===== src/rtl/ffcss_queue.sv =====
module ffcss_queue #(
  parameter int WIDTH = 8
) (
  input  logic             clk,
  input  logic             rst,
  input  logic             push,
  input  logic [WIDTH-1:0] push_data,
  output logic             full,
  input  logic             pop,
  output logic [WIDTH-1:0] pop_data,
  output logic             not_empty
);
  logic [WIDTH-1:0] slots [2];
  logic             wptr;
  logic             rptr;
  logic [1:0]       fill;

  assign full      = (fill == 2'd2);
  assign not_empty = (fill != 2'd0);
  assign pop_data  = slots[rptr];

  // two-entry queue between front and back
  always_ff @(posedge clk) begin
    if (push) begin
      slots[wptr] <= push_data;
    end
    if (rst) begin
      wptr <= 1'b0;
      rptr <= 1'b0;
      fill <= 2'd0;
    end else begin
      if (push) wptr <= ~wptr;
      if (pop) rptr <= ~rptr;
      fill <= fill + {1'b0, push} - {1'b0, pop};
    end
  end
endmodule


===== config.mk =====
export PLATFORM = sky130hd
export DESIGN_NAME = ffcss_queue
export DESIGN_NICKNAME = d
export VERILOG_FILES = /design/src/rtl/ffcss_queue.sv
export SDC_FILE = /design/constraint.sdc
export NUM_CORES = 1
export LEC_CHECK = 0
export ABC_AREA = 1
export BUFFER_PORTS_ARGS = -buffer_cell sky130_fd_sc_hd__buf_2
export CAP_MARGIN = 20
export CORE_UTILIZATION = 44
export DETAILED_ROUTE_END_ITERATION = 7
export PLACE_DENSITY = 0.76
export SLEW_MARGIN = 20
export SYNTH_ARGS = -nofsm -noshare
export SYNTH_HDL_FRONTEND = slang
export SYNTH_SLANG_ARGS = --single-unit

===== constraint.sdc =====
create_clock -name clk -period 1.2 [get_ports clk]
set_input_delay 0 -clock clk [delete_from_list [all_inputs] [get_ports clk]]
set_output_delay 0 -clock clk [all_outputs]
set_load 0.05 [all_outputs]

==> key figures, run 1 <==
Placed design
  • Area after DPL: 988 µm²
  • Setup WS pre-CTS: -78.6 ps
  • GPL Wtd Cong: 0.654
  • IO Port Bufs: 21
  • Number of placed cells counting well taps: 103

Clocking
  • Clock root buffer: clkbuf_4
  • Total setup buffers inserted after CTS: 0
  • Clk_lat worst skew: 300 ps
  • CTS Sinks: 21
  • Max Root-Sink Buffers: 2
  • Htree depth: 1
  • CTS tree: built
  • Clock Pin Slew Worst Setup and Hold Paths: 110 ps
  • Inserted Clock Buffers: 3

Floorplanning
  • I/O pin total: 22
  • Die X: 45.6 µm
  • Core box area: 1750 µm²
  • Die H: 45.6 µm
  • Full die area: 2080 µm²
  • Row cnt: 15
  • Initial core utilization: 47.9%

Routing
  • DRC Markers: 0
  • TritonRoute pass-1 iters: 4
  • Initial DRC count: 5
  • Final wirelength: around 1400 µm
  • Detail Route Antenna Nets: 0
  • Vias per inst: roughly 4.6
  • WL per Instance: 12.3 µm
  • Vias: 530

Cells and area
  • Share of layout cells above drive strength 1: 50.5%
  • Finished Layout Cells: around 120
  • Commonest non-fill, non-tap cell in the layout: edfxtp_1
  • Seq. cell area: 583 µm²
  • Core Util, Final: 68.6%
  • Ant diodes: 0
  • Multi-input logic area: 253 µm²
  • Number of fill cells in the layout: 119
  • # nets final: between 100 and 150
  • Post-route cell area: 1200 µm²
  • Most frequent cells in the layout: edfxtp_1 (16), buf_2 (13), dlygate4sd3_1 (9), mux2_4 (8), buf_6 (8)
  • Area Growth Syn to Fin: 43.3%

Global routing
  • Vias in the first global route: about 560
  • Global Route Usage Sum: between 10% and 20%
  • First-pass GRT wire length: 2160 µm
  • Largest net degree at the start of global routing: 13
  • Initial antenna violation count: 0
  • GRT overflow: 0

Power and ir drop
  • Net Switching: ~0.5 mW
  • Comb pwr share: 28.7%
  • Switching part of the total: a little under a third
  • Clock share of power: 20.0%
  • Power, Total: roughly 1.7 mW
  • Max VDD drop: around 0.75 mV
  • LEAKAGE: 0.512 nW
  • Seq pwr share: 51.2%
  • Int Power: ~1.2 mW
  • PwrDens: 1400 nW/µm²

Synth
  • Sequential share of the synthesized area: between 60% and 70%
  • Avg Cell Area, Syn: ~15 µm²
  • Number of synthesis warnings: 0
  • Mapped Nets: 70
  • Post-Syn Instances: 56
  • Netlist Area Pre-Place: 836 µm²
  • Seq cells post-synth: 21
  • Synth unique cells: 12

Timing
  • Slew Viols, Final: 0
  • Tcrit/Tclk final: 104%
  • Tightest Pin Transition: approximately 340 ps
  • Final Hold Fails: 0
  • Final Skew: between 7 and 8 ps
  • Max Clk Rate: roughly 800 MHz
  • Slew headroom: 77.0%
  • Final setup violation count: 9
  • RSZ-0062 raised after global routing: yes
  • Worst setup margin: -50.5 ps
  • Final period demand of the worst path: 1250 ps

Critical path
  • Reg-to-reg endpoint: fill[1]$_SDFF_PP0_
  • Worst path max stage delay: 360 ps
  • R2R Setup Slk: 0 ps
  • CP arrival: 1250 ps
  • CP max-delay cell: dfxtp_2
  • Worst Setup End Kind: output pin
  • CP required: roughly 1200 ps
  • Worst R2R Start: fill[0]$_SDFF_PP0_
  • Crit-path cells: buf_12 -> mux2_4 -> buf_6
  • Critical path class: reg2out
  • CP bufs+invs: 2
  • Critical path peak fanout: 8
  • R2R depth: 8
  • Crit start category: register
  • Cell family with the largest share of critical-path delay: flip-flops

Worst hold path
  • Hold Crit Class: in2reg
  • Hold worst-path end: wptr$_SDFFE_PP0P_
  • Hold-critical path depth: 3
  • Hold path start: push

Outcome
  • Status: finished with violations
  • Failing checks: negative setup slack

Run
  • Max cap viols: 0
==> metrics by stage <==
stage,TNS (ps),hold slack (ps)
2_1_floorplan,0,71.2
3_3_place_gp,-1.97,188
3_5_place_dp,-78.6,193
4_1_cts,-414,9.68
5_1_grt,-789,27.1
6_report,-352,12.5
==> worst register-to-register path: cells and delay by family, from the launching register on <==
kind	cells	cell delay (ps)
adder cells (fa/ha/maj)	2	400
flip-flops	1	350
buffers and inverters	3	130
AND/OR/NAND/NOR	2	110
AO/OA/AOI/OAI	1	110
==> routing by layer <==
metal	global-route usage (%)	vias up	share of wire, %
li1	-	259	-
met1	14.2	247	38
met2	31.7	22	56
met3	3.97	2	5.1
met4	7.27	0	0.56
met5	0	-	0
==> state kept, by name, indices dropped and copies added (netlist names), named ones only <==
name and flops:
fill 2, rptr 1, slots 16, wptr 1
==> synth_stat cells (all sizes together) <==
cell	number	area, µm²
edfxtp	16	480
inv	8	30.0
mux2	8	120
nor2	7	26.3
dfxtp	5	100
nand2	5	18.8
ha	2	25.0
a21oi	1	5.00
buf	1	11.3
nand3	1	5.00
nor3	1	5.00
xnor2	1	8.76
==> power groups by stage <==
stage / combinational, mW / sequential (mW) / clock (mW)
2_1_floorplan: 0.290 / 0.863 / 0
3_3_place_gp: 0.367 / 0.866 / 0
3_5_place_dp: 0.379 / 0.868 / 0
4_1_cts: 0.471 / 0.855 / 0.332
5_1_grt: 0.513 / 0.861 / 0.372
6_report: 0.480 / 0.856 / 0.335
==> cell type report <==
| class | instances | share of cell area [%] |
|---|---|---|
| Inverter | 8 | 2.51 |
| Clock buffer | 3 | 1.88 |
| Sequential cell | 21 | 48.7 |
| Clock inverter | 1 | 0.418 |
| Timing Repair Buffer | 32 | 22.8 |
| Multi-Input combinational cell | 26 | 21.1 |
| Tap cell | 25 | 2.61 |
==> timing repair <==
action | in CTS | in global routing
endpoints found under the hold margin | 21 | 0
hold buffers | 9 | 0
resized for setup | 26 | 2
cloned | 0 | 0
pin swaps | 4 | 2
endpoints found under the setup margin | 9 | 9
==> cell families after synthesis <==
kind of cell | count (synthesis) | share of synthesized area, %
muxes | 8 | 14.4
buffers and inverters | 9 | 4.94
DFF | 21 | 69.5
and+or+nand+nor | 14 | 6.59
AOI/OAI and AO/OA | 1 | 0.598
adders and majority gates | 2 | 2.99
xor gates and xnor gates | 1 | 1.05
==> worst max path at each step <==
stage / endpoint / slack (ps) / depth (start not counted)
after global routing: pop_data[0] / -90 / 3
after detailed placement: fill[1]$_SDFF_PP0_ / -80 / 8
final: pop_data[0] / -50 / 3
after floorplan: fill[1]$_SDFF_PP0_ / 10 / 8
after CTS: pop_data[0] / -60 / 3
after global placement: fill[1]$_SDFF_PP0_ / -2 / 8
Power figures use the tool's default switching activity.
==> inputs of run 2 (changes only) <==
- CORE_UTILIZATION: 44 -> 35
- PLACE_DENSITY: 0.76 -> 0.62
- clock period: 1.2 -> 1.3 ns (I/O delays scaled with it)
==> key figures, run 2 (same netlist as run 1, synthesis figures left out) <==
Outcome
  • Status: complete, no violations

Cells and area
  • Ant diodes: 0 (unchanged)
  • # nets final: 108 (+1.9%)
  • Multi-input logic area: 245 µm² (-3.0%)
  • Most frequent cells in the layout: edfxtp_1 (16), buf_2 (13), dlygate4sd3_1 (11), mux2_4 (8), buf_6 (8)
  • Max FFs per register: 16 (unchanged)
  • Number of fill cells in the layout: 194 (+63%)
  • Top flop regs: slots (16), fill (2)
  • Area Growth Syn to Fin: 44.5%
  • Core Util, Final: 54.1% (-15 points)
  • Share of layout cells above drive strength 1: 47.3% (-3.2 points)
  • Seq. cell area: 583 µm² (unchanged)
  • Commonest non-fill, non-tap cell in the layout: edfxtp_1
  • Most flops, register: slots

Power and ir drop
  • PwrDens: 1260 nW/µm² (-9.8%)
  • LEAKAGE: 0.516 nW (+0.78%)
  • Max VDD drop: 0.701 mV (-7.1%)
  • Power, Total: 1.52 mW (-9.1%)

Clocking
  • Clock root buffer: clkbuf_4
  • Total setup buffers inserted after CTS: 0 (unchanged)
  • Clock Pin Slew Worst Setup and Hold Paths: 110 ps (about the same)
  • Htree depth: 1 (unchanged)
  • Inserted Clock Buffers: 3 (unchanged)
  • CTS Sinks: 21 (unchanged)
  • CTS tree: built
  • Clk_lat worst skew: 300 ps (about the same)
  • Max Root-Sink Buffers: 2 (unchanged)

Global routing
  • Routing usage on met1: 13.8% (-0.38 points)
  • Initial antenna violation count: 0 (unchanged)
  • Met2 GRT Util: 20.7% (-11 points)
  • First-pass GRT wire length: 2220 µm (+2.9%)
  • GRT overflow: 0 (unchanged)
  • GR Layer Usage met3: 2.98% (-0.99 points)
  • Largest net degree at the start of global routing: 12 (-1)
  • Layer with the highest usage: met2
  • Vias in the first global route: 517 (-7.2%)
  • Global Route Usage Sum: 12.3% (-3.5 points)

Critical path
  • Crit-path cells: buf_8 -> mux2_4 -> buf_6
  • Crit start category: register
  • Worst Setup End Kind: output pin
  • CP required: 1300 ps (+100 ps)
  • Critical path peak fanout: 8 (unchanged)
  • CP arrival: 1250 ps (about the same)
  • Worst path max stage delay: 350 ps (about the same)
  • Critical path class: reg2out
  • CP max-delay cell: dfxtp_2

Timing
  • Final setup violation count: 0 (-9)
  • Setup TNS: 0 ps (+352 ps)
  • Tightest Pin Transition: 348 ps (+3.81 ps)
  • Final period demand of the worst path: 1250 ps
  • Final Hold Fails: 0 (unchanged)
  • Slew Viols, Final: 0 (unchanged)
  • Tcrit/Tclk final: 96.5%
  • Worst setup margin: 45.5 ps (+96.0 ps)
  • Slew headroom: 76.8% (-0.25 points)
  • Final Skew: 1.64 ps (-5.40 ps)
  • Max Clk Rate: ~800 MHz
  • RSZ-0062 raised after global routing: yes

Floorplanning
  • Die H: 50.9 µm (+12%)
  • Core box area: 2230 µm² (+28%)
  • Initial core utilization: 37.4% (-10 points)
  • I/O pin total: 22 (unchanged)
  • Row cnt: 17 (+2)
  • Die X: 50.9 µm (+12%)
  • Full die area: 2590 µm² (+25%)

Routing
  • Detail Route Antenna Nets: 0 (unchanged)
  • DRC Markers: 0 (unchanged)
  • Final wirelength: 1330 µm (-7.0%)
  • Initial DRC count: 3 (-2)
  • Vias: 530 (unchanged)
  • WL per Instance: 11.0 µm (-11%)
  • Vias per inst: 4.38 (-4.1%)
  • TritonRoute pass-1 iters: 2 (-2)

Placed design
  • Final HPWL from detailed placement: 910 µm
  • GPL Wtd Cong: 0.609 (-6.9%)
  • IO Port Bufs: 21 (unchanged)
  • Setup WS pre-CTS: 56.3 ps (+135 ps)

Run
  • Max cap viols: 0 (unchanged)

Worst hold path
  • Hold Crit Class: in2reg
run 2: critical path: cells and delay by family, from the launching register on:
kind,cells,cell delay (ps)
buffers and inverters,2,290
DFF,1,350
muxes,1,310
run 2: power by group:
group / switching [mW] / internal, mW / total (mW) / leakage [nW]
sequential: 0.0175 / 0.771 / 0.789 / 0.192
combinational: 0.247 / 0.181 / 0.428 / 0.309
clock: 0.182 / 0.120 / 0.302 / 0.0150
run 2: final cells by class:
cell class | count | area share (%)
Clock buffer | 4 | 2.18
Inverter | 8 | 2.49
Multi-Input combinational cell | 26 | 20.3
Sequential cell | 21 | 48.3
Tap cell | 28 | 2.90
Timing Repair Buffer | 34 | 23.8
run 2: path summary, 6_finish.rpt:
check / slack (ps) / start / end / cells past startpoint
max: 50 / register / pop_data[0] / 3
max reg2reg: 70 / fill[0]$_SDFF_PP0_ / fill[1]$_SDFF_PP0_ / 8
min reg2reg: 530 / wptr$_SDFFE_PP0P_ / wptr$_SDFFE_PP0P_ / 2
min: 420 / push_data[5] / slots[0][5]$_DFFE_PP_ / 2
run 2: stage by stage:
| step | hold WS (ps) | instances | instance area (µm²) |
|---|---|---|---|
| floorplan | 71.2 | 56 | 836 |
| global placement | 190 | 106 | 980 |
| detailed placement | 193 | 106 | 980 |
| CTS | 418 | 121 | 1170 |
| global route | 407 | 121 | 1210 |
| finish | 417 | 121 | 1210 |
run 2: per-layer routing:
metal  part of all wire [%]  vias up
met3                    4.3        3
li1                       -      263
met2                     54       19
met4                    2.2        0
met1                     40      245
met5                      0        -
run 2: what timing repair did:
| item | in CTS | in global routing |
|---|---|---|
| setup endpoints to repair | 8 | 9 |
| hold buffers | 11 | 0 |
| gates resized for setup | 17 | 11 |
| hold endpoints to repair | 20 | 0 |
| pin swaps | 0 | 0 |
